File: config.mk
export PLATFORM = sky130hd
export DESIGN_NAME = rv32_subset_instruction_decoder_core
export DESIGN_NICKNAME = d
export VERILOG_FILES = /design/src/hdl/rvd_pkg.sv /design/src/hdl/rvd_decode.sv /design/src/hdl/rv32_subset_instruction_decoder_core.sv
export SDC_FILE = /design/constraint.sdc
export NUM_CORES = 1
export LEC_CHECK = 0
export BUFFER_PORTS_ARGS = -buffer_cell sky130_fd_sc_hd__buf_2
export CORE_MARGIN = 5
export CORE_UTILIZATION = 54
export CTS_BUF_LIST = sky130_fd_sc_hd__clkbuf_8
export CTS_CLUSTER_DIAMETER = 100
export DETAILED_ROUTE_END_ITERATION = 10
export PLACE_DENSITY_LB_ADDON = 0.2
export SLEW_MARGIN = 20
export SYNTH_ARGS = -nofsm -noshare
export SYNTH_HDL_FRONTEND = slang
export SYNTH_HIERARCHICAL = 1
export SYNTH_SLANG_ARGS = --single-unit
File: constraint.sdc
create_clock -name clk -period 2.5 [get_ports clk]
set_input_delay 0.375 -clock clk [delete_from_list [all_inputs] [get_ports clk]]
set_output_delay 0.375 -clock clk [all_outputs]
set_load 0.05 [all_outputs]
File: src/hdl/rvd_pkg.sv
// Shared types and codes for the RV32 subset instruction decoder.
`default_nettype none

package rvd_pkg;

  localparam logic [6:0] OPC_R     = 7'b0110011;
  localparam logic [6:0] OPC_LUI   = 7'b0110111;
  localparam logic [6:0] OPC_IARI  = 7'b0010011;
  localparam logic [6:0] OPC_LOAD  = 7'b0000011;
  localparam logic [6:0] OPC_STORE = 7'b0100011;
  localparam logic [6:0] OPC_BNE   = 7'b1100011;
  localparam logic [6:0] OPC_JALR  = 7'b1100111;

  localparam logic [1:0] ST_OK        = 2'd0;
  localparam logic [1:0] ST_BAD_OPC   = 2'd1;
  localparam logic [1:0] ST_BAD_ALU   = 2'd2;
  localparam logic [1:0] ST_BAD_WIDTH = 2'd3;

  localparam logic [1:0] PC_INC  = 2'd0;
  localparam logic [1:0] PC_BNE  = 2'd1;
  localparam logic [1:0] PC_JREG = 2'd2;

  localparam logic [1:0] MEM_NONE  = 2'd0;
  localparam logic [1:0] MEM_LOAD  = 2'd1;
  localparam logic [1:0] MEM_STORE = 2'd2;

  localparam logic [1:0] WB_ALU = 2'd0;
  localparam logic [1:0] WB_MEM = 2'd1;
  localparam logic [1:0] WB_PC4 = 2'd2;

  localparam logic [2:0] ALU_ADD  = 3'd0;
  localparam logic [2:0] ALU_SUB  = 3'd1;
  localparam logic [2:0] ALU_OR   = 3'd2;
  localparam logic [2:0] ALU_AND  = 3'd3;
  localparam logic [2:0] ALU_SLTU = 3'd4;
  localparam logic [2:0] ALU_SRA  = 3'd5;
  localparam logic [2:0] ALU_PASS = 3'd6;

  localparam logic [2:0] F3_ADD  = 3'd0;
  localparam logic [2:0] F3_H    = 3'd1;
  localparam logic [2:0] F3_W    = 3'd2;
  localparam logic [2:0] F3_SLTU = 3'd3;
  localparam logic [2:0] F3_BU   = 3'd4;
  localparam logic [2:0] F3_SRA  = 3'd5;
  localparam logic [2:0] F3_OR   = 3'd6;
  localparam logic [2:0] F3_AND  = 3'd7;

  localparam logic [2:0] BYTES_1 = 3'd1;
  localparam logic [2:0] BYTES_2 = 3'd2;
  localparam logic [2:0] BYTES_4 = 3'd4;

  typedef struct packed {
    logic [1:0]  status;
    logic [1:0]  pc_mode;
    logic [1:0]  mem_access;
    logic [1:0]  writeback_source;
    logic        alu_uses_imm;
    logic        reg_write;
    logic [2:0]  alu_function;
    logic [31:0] immediate;
    logic [4:0]  src_reg_a;
    logic [4:0]  src_reg_b;
    logic [4:0]  dest_reg;
    logic [2:0]  access_bytes;
  } decode_t;

endpackage

`default_nettype wire

File: src/hdl/rvd_decode.sv
// Combinational decode of one instruction word into control fields.
`default_nettype none

module rvd_decode
  import rvd_pkg::*;
(
  input  wire logic [31:0] word,
  output decode_t          dec
);

  logic [6:0] opc;
  logic [2:0] f3;
  logic       is_r;
  logic       use_f3_alu;
  decode_t    raw;

  assign opc = word[6:0];
  assign f3  = word[14:12];

  always_comb begin
    raw            = '0;
    raw.status     = ST_OK;
    raw.src_reg_a  = word[19:15];
    raw.src_reg_b  = word[24:20];
    raw.dest_reg   = word[11:7];
    is_r           = 1'b0;
    use_f3_alu     = 1'b0;
    unique case (opc)
      OPC_R: begin
        is_r          = 1'b1;
        use_f3_alu    = 1'b1;
        raw.reg_write = 1'b1;
      end
      OPC_LUI: begin
        raw.alu_function = ALU_PASS;
        raw.alu_uses_imm = 1'b1;
        raw.reg_write    = 1'b1;
        raw.immediate    = {word[31:12], 12'd0};
      end
      OPC_IARI: begin
        use_f3_alu       = 1'b1;
        raw.alu_uses_imm = 1'b1;
        raw.reg_write    = 1'b1;
        raw.immediate    = {{20{word[31]}}, word[31:20]};
      end
      OPC_LOAD: begin
        raw.mem_access       = MEM_LOAD;
        raw.writeback_source = WB_MEM;
        raw.alu_uses_imm     = 1'b1;
        raw.reg_write        = 1'b1;
        raw.immediate        = {{20{word[31]}}, word[31:20]};
      end
      OPC_STORE: begin
        raw.mem_access   = MEM_STORE;
        raw.alu_uses_imm = 1'b1;
        raw.immediate    = {{20{word[31]}}, word[31:25], word[11:7]};
      end
      OPC_BNE: begin
        raw.pc_mode      = PC_BNE;
        raw.alu_function = ALU_SUB;
        raw.immediate    = {{19{word[31]}}, word[31], word[7], word[30:25],
                            word[11:8], 1'b0};
      end
      OPC_JALR: begin
        raw.pc_mode          = PC_JREG;
        raw.writeback_source = WB_PC4;
        raw.alu_uses_imm     = 1'b1;
        raw.reg_write        = 1'b1;
        raw.immediate        = {{20{word[31]}}, word[31:20]};
      end
      default: begin
        raw.status = ST_BAD_OPC;
      end
    endcase

    if (use_f3_alu) begin
      unique case (f3)
        F3_ADD:  raw.alu_function = is_r ? ALU_SUB : ALU_ADD;
        F3_SLTU: raw.alu_function = ALU_SLTU;
        F3_SRA:  raw.alu_function = ALU_SRA;
        F3_OR:   raw.alu_function = ALU_OR;
        F3_AND:  raw.alu_function = ALU_AND;
        default: raw.status       = ST_BAD_ALU;
      endcase
    end

    if (raw.mem_access != MEM_NONE) begin
      unique case (f3)
        F3_BU:   raw.access_bytes = BYTES_1;
        F3_H:    raw.access_bytes = BYTES_2;
        F3_W:    raw.access_bytes = BYTES_4;
        default: raw.status       = ST_BAD_WIDTH;
      endcase
    end

    // drop every field but the status on a fault
    if (raw.status != ST_OK) begin
      dec        = '0;
      dec.status = raw.status;
    end else begin
      dec = raw;
    end
  end

endmodule

`default_nettype wire

File: src/hdl/rv32_subset_instruction_decoder_core.sv
// Top level of the RV32 subset instruction decoder: input and result registers.
//
// Usage:
//   Raise start with an instruction word; the word transfers at the rising edge
//   where start is high and busy is low. busy is always low, so a new word can
//   transfer in every cycle and the block sustains one instruction per cycle.
//   The word lands in an input register, passes one stage of decode logic and
//   lands in the result register at the edge after the transfer edge:
//   done is high for exactly one cycle with all result fields valid, and
//   they transfer at the edge that ends that cycle.
//   The receiver cannot stall; each result is shown once, in transfer order.
//   An unknown opcode, or a funct3 that an ALU, load or store instruction does
//   not support, gives a non-zero status with all other fields zero. The two
//   registers are the input and result registers; decode is combinational.
//   Synchronous reset (rst high) clears the pipeline valid flags; words in
//   flight are dropped and done stays low until a new word transfers.
//
`default_nettype none

module rv32_subset_instruction_decoder_core
  import rvd_pkg::*;
(
  input  wire logic               clk,
  input  wire logic               rst,
  input  wire logic               start,
  output logic                    busy,
  input  wire logic [31:0]        instruction,
  output logic                    done,
  output logic [1:0]              status,
  output logic [1:0]              pc_mode,
  output logic [1:0]              mem_access,
  output logic [1:0]              writeback_source,
  output logic                    alu_uses_imm,
  output logic                    reg_write,
  output logic [2:0]              alu_function,
  output logic signed [31:0]      immediate,
  output logic [4:0]              src_reg_a,
  output logic [4:0]              src_reg_b,
  output logic [4:0]              dest_reg,
  output logic [2:0]              access_bytes
);

  logic        in_valid;
  logic [31:0] in_word;
  decode_t     dec;
  decode_t     result;

  assign busy = 1'b0;

  always_ff @(posedge clk) begin
    if (rst) begin
      in_valid <= 1'b0;
      done     <= 1'b0;
    end else begin
      in_valid <= start && !busy;
      done     <= in_valid;
    end
  end

  always_ff @(posedge clk) begin
    if (start && !busy) begin
      in_word <= instruction;
    end
    if (in_valid) begin
      result <= dec;
    end
  end

  rvd_decode u_decode (
    .word (in_word),
    .dec  (dec)
  );

  assign status           = result.status;
  assign pc_mode          = result.pc_mode;
  assign mem_access       = result.mem_access;
  assign writeback_source = result.writeback_source;
  assign alu_uses_imm     = result.alu_uses_imm;
  assign reg_write        = result.reg_write;
  assign alu_function     = result.alu_function;
  assign immediate        = $signed(result.immediate);
  assign src_reg_a        = result.src_reg_a;
  assign src_reg_b        = result.src_reg_b;
  assign dest_reg         = result.dest_reg;
  assign access_bytes     = result.access_bytes;

endmodule

`default_nettype wire
==> flow_metrics.env, run 1 <==
export IMPL_pre_cts_ws_ns=0.0238
export IMPL_synth_edff_count=95
export IMPL_grt_pass1_vias=2406
export IMPL_clk_pin_slew_worst_paths_ns=0.10
export IMPL_clkLatencyLatePin_ns=0.35
export IMPL_status="complete, no violations"
export IMPL_grt_pass1_wl_mm=12.3
export IMPL_vias=2503
export IMPL_min_path_cells=2
export IMPL_cts_buffers=9
export IMPL_synth_top_area_share_pct=73.6
export IMPL_cts_tree="yes"
export IMPL_syn_area_per_cell_um2=15.3
export IMPL_yosysWarningCount=6
export IMPL_finalSetupTns_ns=0
export IMPL_grt_max_degree=40
export IMPL_cts_sink_count=97
export IMPL_antenna_cells=0
export IMPL_setup_viol=0
export IMPL_cap_violations=0
export IMPL_layout_worst_path_cycle_share_pct=88.5
export IMPL_layout_common_cells="buf_2 (98), edfxtp_1 (95), nor2_1 (27), a21oi_1 (23), nor2b_1 (18)"
export IMPL_synth_ff_type="edfxtp_1"
export IMPL_critPathRequiredTime_ns=2.60
export IMPL_slew_limit_headroom_pct=50.3
export IMPL_post_route_drc_count=0
export IMPL_cp_slowest_stage_delay_ns=0.55
export IMPL_drive_gt1_share_pct=37.9
export IMPL_die_h_um=94.7
export IMPL_stdcell_count=460
export IMPL_ys_types=46
export IMPL_routed_wire_length_per_instance_um=17.8
export IMPL_path_max_fanout=15
export IMPL_setup_slack_ns=0.287
export IMPL_core_mm2=0.00687
export IMPL_routed_wl_mm=8.19
export IMPL_p_total_mw=3.36
export IMPL_via_per_inst=5.44
export IMPL_worstSetupPathType="flip-flop to flip-flop"
export IMPL_max_freq_mhz=452
export IMPL_hp_start="rst"
export IMPL_cts_setup_buffers=0
export IMPL_antenna_found_initial=0
export IMPL_port_buffers=98
export IMPL_dp_hpwl_mm=5.45
export IMPL_yosysSeqAreaShare_pct=74.7
export IMPL_final_core_util_pct=68.4
export IMPL_place_inst=443
export IMPL_holdWs_ns=0.168
export IMPL_grt_usage_pct=18.4
export IMPL_nets=394
export IMPL_critPathSlowestCell="edfxtp_1"
export IMPL_cts_resized=0
export IMPL_p_per_area_mw_per_mm2=715
export IMPL_rsz0062_at_grt="no"
export IMPL_netlist_area_mm2=0.00387
export IMPL_hold_path_class="primary input to flip-flop"
export IMPL_arrival_ns=2.31
export IMPL_crit_chain="or3b_4 -> a221o_1 -> a31oi_4 -> nor2b_1"
export IMPL_finalMaxSlewViolations=0
export IMPL_cts_root_buf="clkbuf_8"
export IMPL_h_tree_depth=3
export IMPL_cts_hold_buffers=0
export IMPL_hold_viol=0
export IMPL_dr_pass1_iters=5
export IMPL_reg2reg_from="in_word[13]$_DFFE_PP_"
export IMPL_tightestPinTransition_ns=0.739
export IMPL_synthTopCellsByArea="edfxtp_1 (74%), a21oi_1 (3.0%), nor2b_1 (2.9%)"
export IMPL_peakVddDrop_mv=0.384
export IMPL_skew_ns=0.00908
export IMPL_syn_inst=253
export IMPL_rows=30
export IMPL_cts_path_max_buffers=2
export IMPL_gp_congestion=0.918
export IMPL_dieArea_mm2=0.00897
export IMPL_yosysTopAreaCell="edfxtp_1"
export IMPL_chipWidth_um=94.7
export IMPL_drtIter0Drc=280
export IMPL_place_area_mm2=0.00449
export IMPL_finalCriticalPeriod_ns=2.21
export IMPL_start_util_pct=56.4
export IMPL_ys_ff_latch=97
export IMPL_antenna_left=0
export IMPL_syn_nets=288
export IMPL_cp_start_kind="flip-flop"
export IMPL_ios=100
export IMPL_p_leak_nw=1.60
export IMPL_final_common_cell="buf_2"
export IMPL_grt_overflow=0
export IMPL_finalInstanceArea_mm2=0.00470
export IMPL_syn_to_final_growth_pct=21.3
export IMPL_reg2reg_depth=4
export IMPL_async_flop_share_pct=0
export IMPL_timing_critical_path_from="in_word[13]$_DFFE_PP_"
export IMPL_end_kind="flip-flop"
==> kinds of logic after synthesis <==
group / after synthesis / synth area share [%]
AOI/OAI and AO/OA: 54 / 10.3
and+or+nand+nor: 77 / 11.0
DFF: 97 / 74.7
buffers and inverters: 20 / 2.97
xor gates and xnor gates: 3 / 0.678
other: 1 / 0.0968
muxes: 1 / 0.291
==> where the power goes <==
part,switching [mW],leakage (nW),internal [mW]
registers,0.0566,0.848,1.89
clock network,0.547,0.0891,0.372
logic,0.372,0.667,0.122
==> final timing paths <==
kind         slack (ns)                     end
min                0.17     in_valid$_SDFF_PP0_
min reg2reg        0.59  src_reg_a[1]$_DFFE_PP_
max reg2reg        0.29   dest_reg[3]$_DFFE_PP_
max                0.29   dest_reg[3]$_DFFE_PP_
==> cells in the mapped netlist, types with 2 or more instances <==
| cell type | n |
|---|---|
| nor2_1 | 27 |
| and3_1 | 4 |
| dfxtp_1 | 2 |
| inv_1 | 3 |
| clkbuf_1 | 4 |
| a22oi_1 | 5 |
| a21boi_0 | 6 |
| nand3b_1 | 2 |
| buf_2 | 8 |
| o21ai_0 | 2 |
| nor4_1 | 2 |
| buf_4 | 2 |
| o21bai_1 | 2 |
| edfxtp_1 | 95 |
| nor2b_1 | 18 |
| a21oi_1 | 23 |
| o22ai_1 | 2 |
| nor3_1 | 8 |
| buf_6 | 3 |
| nand2b_1 | 2 |
| or3_4 | 2 |
| and2_1 | 2 |
| nand4b_1 | 3 |
| xor2_1 | 2 |
| a41o_1 | 3 |
==> final cells by class <==
class | instances | area (um^2)
well taps | 96 | 120
flip-flops and latches | 97 | 2890
multi-input cells | 137 | 906
clock buffers | 9 | 124
fillers | 501 | 2170
clock inverters | 7 | 56.3
inverters | 3 | 11.3
repair buffers | 111 | 588
==> routing by layer <==
metal	wire, um	global-route usage, %	part of all wire (%)	vias up
met4	99	7.21	1.2	0
met5	0	0	0	-
met2	3920	28.2	48	118
met1	3440	25.6	42	1211
met3	737	4.06	9.0	9
li1	-	-	-	1165
==> critical path, delay by kind of cell, from the launching register on <==
family | cells | cell delay, ns
and+or+nand+nor | 2 | 0.59
AOI/OAI and AO/OA | 2 | 0.81
DFF | 1 | 0.55
(Power assumes the default switching activity.)
==> inputs of run 2 (changes only) <==
--- a/config.mk
+++ b/config.mk
@@ -5,6 +5,7 @@
 export SDC_FILE = /design/constraint.sdc
 export NUM_CORES = 1
 export LEC_CHECK = 0
+export ABC_CLOCK_PERIOD_IN_PS = 2500
 export BUFFER_PORTS_ARGS = -buffer_cell sky130_fd_sc_hd__buf_2
 export CORE_MARGIN = 5
 export CORE_UTILIZATION = 54
@@ -12,6 +13,7 @@
 export CTS_CLUSTER_DIAMETER = 100
 export DETAILED_ROUTE_END_ITERATION = 10
 export PLACE_DENSITY_LB_ADDON = 0.2
+export SETUP_SLACK_MARGIN = 0.3
 export SLEW_MARGIN = 20
 export SYNTH_ARGS = -nofsm -noshare
 export SYNTH_HDL_FRONTEND = slang
==> flow_metrics.env, run 2 (same netlist as run 1, synthesis figures left out) <==
export IMPL_antenna_found_initial=0
export IMPL_end_kind="flip-flop"
export IMPL_routed_wire_length_per_instance_um=17.9
export IMPL_start_util_pct=56.4
export IMPL_dr_pass1_iters=5
export IMPL_arrival_ns=2.29
export IMPL_p_leak_nw=1.64
export IMPL_antenna_cells=0
export IMPL_clkLatencyLatePin_ns=0.35
export IMPL_finalMaxSlewViolations=0
export IMPL_critPathRequiredTime_ns=2.69
export IMPL_routed_wl_mm=8.35
export IMPL_via_per_inst=5.45
export IMPL_cpMostUsedCell="or3_4"
export IMPL_cts_buffers=9
export IMPL_drive_gt1_share_pct=39.4
export IMPL_reg2reg_depth=4
export IMPL_drtIter0Drc=255
export IMPL_gp_congestion=0.918
export IMPL_cap_violations=0
export IMPL_layout_worst_path_cycle_share_pct=83.7
export IMPL_cp_start_kind="flip-flop"
export IMPL_skew_ns=0.00870
export IMPL_crit_chain="or2_1 -> or3_4 -> or3_4 -> a21boi_0"
export IMPL_stdcell_count=467
export IMPL_cts_sink_count=97
export IMPL_dieArea_mm2=0.00897
export IMPL_crit_end="immediate[10]$_DFFE_PP_"
export IMPL_nets=401
export IMPL_ios=100
export IMPL_cp_slowest_stage_delay_ns=0.55
export IMPL_layout_common_cells="buf_2 (98), edfxtp_1 (95), nor2_1 (26), a21oi_1 (23), buf_4 (19)"
export IMPL_max_freq_mhz=478
export IMPL_grt_usage_pct=18.9
export IMPL_hold_viol=0
export IMPL_reg2reg_from="in_word[2]$_DFFE_PP_"
export IMPL_dp_hpwl_mm=5.45
export IMPL_port_buffers=98
export IMPL_clk_pin_slew_worst_paths_ns=0.10
export IMPL_vias=2546
export IMPL_hold_path_class="primary input to flip-flop"
export IMPL_h_tree_depth=3
export IMPL_finalSetupTns_ns=0
export IMPL_critPathSlowestCell="edfxtp_1"
export IMPL_finalCriticalPeriod_ns=2.09
export IMPL_ff2ff_setup_slack_ns=0.41
export IMPL_grt_overflow=0
export IMPL_rsz0062_at_grt="no"
export IMPL_post_route_drc_count=0
export IMPL_peakVddDrop_mv=0.385
export IMPL_fill_cells=501
export IMPL_timing_critical_path_from="in_word[2]$_DFFE_PP_"
export IMPL_place_inst=443
export IMPL_grt_pass1_vias=2453
export IMPL_slew_limit_headroom_pct=50.5
export IMPL_p_per_area_mw_per_mm2=710
export IMPL_setup_viol=0
export IMPL_grt_max_degree=40
export IMPL_grt_pass1_wl_mm=12.6
export IMPL_antenna_left=0
export IMPL_final_common_cell="buf_2"
export IMPL_die_h_um=94.7
export IMPL_r2r_end="immediate[10]$_DFFE_PP_"
export IMPL_cts_path_max_buffers=2
export IMPL_cts_tree="yes"
export IMPL_core_mm2=0.00687
export IMPL_rows=30
export IMPL_path_max_fanout=9
export IMPL_worstSetupPathType="flip-flop to flip-flop"
export IMPL_ff_latch_area_mm2=0.00289
export IMPL_tightestPinTransition_ns=0.736
export IMPL_chipWidth_um=94.7
export IMPL_cts_root_buf="clkbuf_8"
export IMPL_syn_to_final_growth_pct=23.1
export IMPL_status="complete, no violations"
export IMPL_multi_input_area_um2=908
==> run 2: cell count changes in the layout (fill, tap and decap cells not counted) <==
| cell | delta |
|---|---|
| or2_0 | -1 |
| or2_1 | +1 |
| buf_4 | +6 |
| buf_12 | +1 |
| nor2_1 | -1 |
| nor2_2 | +1 |
==> run 2: layout make-up <==
type | count | area share (%)
Timing Repair Buffer | 118 | 13.7
Clock inverter | 7 | 1.18
Multi-Input combinational cell | 137 | 19.1
Tap cell | 96 | 2.52
Sequential cell | 97 | 60.7
Clock buffer | 9 | 2.60
Inverter | 3 | 0.236
==> run 2: worst min path at each step <==
| stage | startpoint | to | cells past startpoint |
|---|---|---|---|
| final | rst | in_valid$_SDFF_PP0_ | 2 |
| after global placement | rst | in_valid$_SDFF_PP0_ | 2 |
| after global routing | instruction[18] | in_word[18]$_DFFE_PP_ | 1 |
| after CTS | rst | in_valid$_SDFF_PP0_ | 2 |
| after floorplan | rst | done$_SDFF_PP0_ | 1 |
| after detailed placement | rst | in_valid$_SDFF_PP0_ | 2 |
==> run 2: per-stage QoR <==
step           utilization, %  setup slack, ns  instance area [um^2]  hold slack, ns  total power [mW]
2_1_floorplan               -            0.416                  3870           0.447              2.32
3_3_place_gp             65.3            0.120                  4490           0.540              2.45
3_5_place_dp             65.3           0.0238                  4490           0.543              2.46
4_1_cts                  68.7            0.327                  4720           0.151              3.39
5_1_grt                  69.4            0.301                  4770           0.164              3.50
6_report                 69.4            0.407                  4770           0.166              3.38
==> run 2: worst max-delay path: cells and delay by family, from the launching register on <==
kind,cells,cell delay (ns)
flops,1,0.55
compound gates,1,0.20
simple gates,3,1.19
==> run 2: repair_timing <==
item | in CTS | in global routing
gates cloned | 1 | 0
pin swaps | 2 | 3
resized for setup | 2 | 2
hold buffers | 0 | 0
setup endpoints to repair | 30 | 30
buffers inserted | 1 | 6
==> run 2: where the power goes <==
| part | internal (mW) | total (mW) | switching, mW |
|---|---|---|---|
| registers | 1.89 | 1.95 | 0.0565 |
| logic | 0.138 | 0.516 | 0.378 |
| clock network | 0.372 | 0.920 | 0.548 |
==> run 2: metal layers <==
layer / vias up / GRT usage (%) / part of all wire (%)
met5: - / 0 / 0
met4: 0 / 7.09 / 1.1
met3: 9 / 3.75 / 9.2
met2: 144 / 29.7 / 49
met1: 1213 / 26.1 / 41
li1: 1180 / - / -
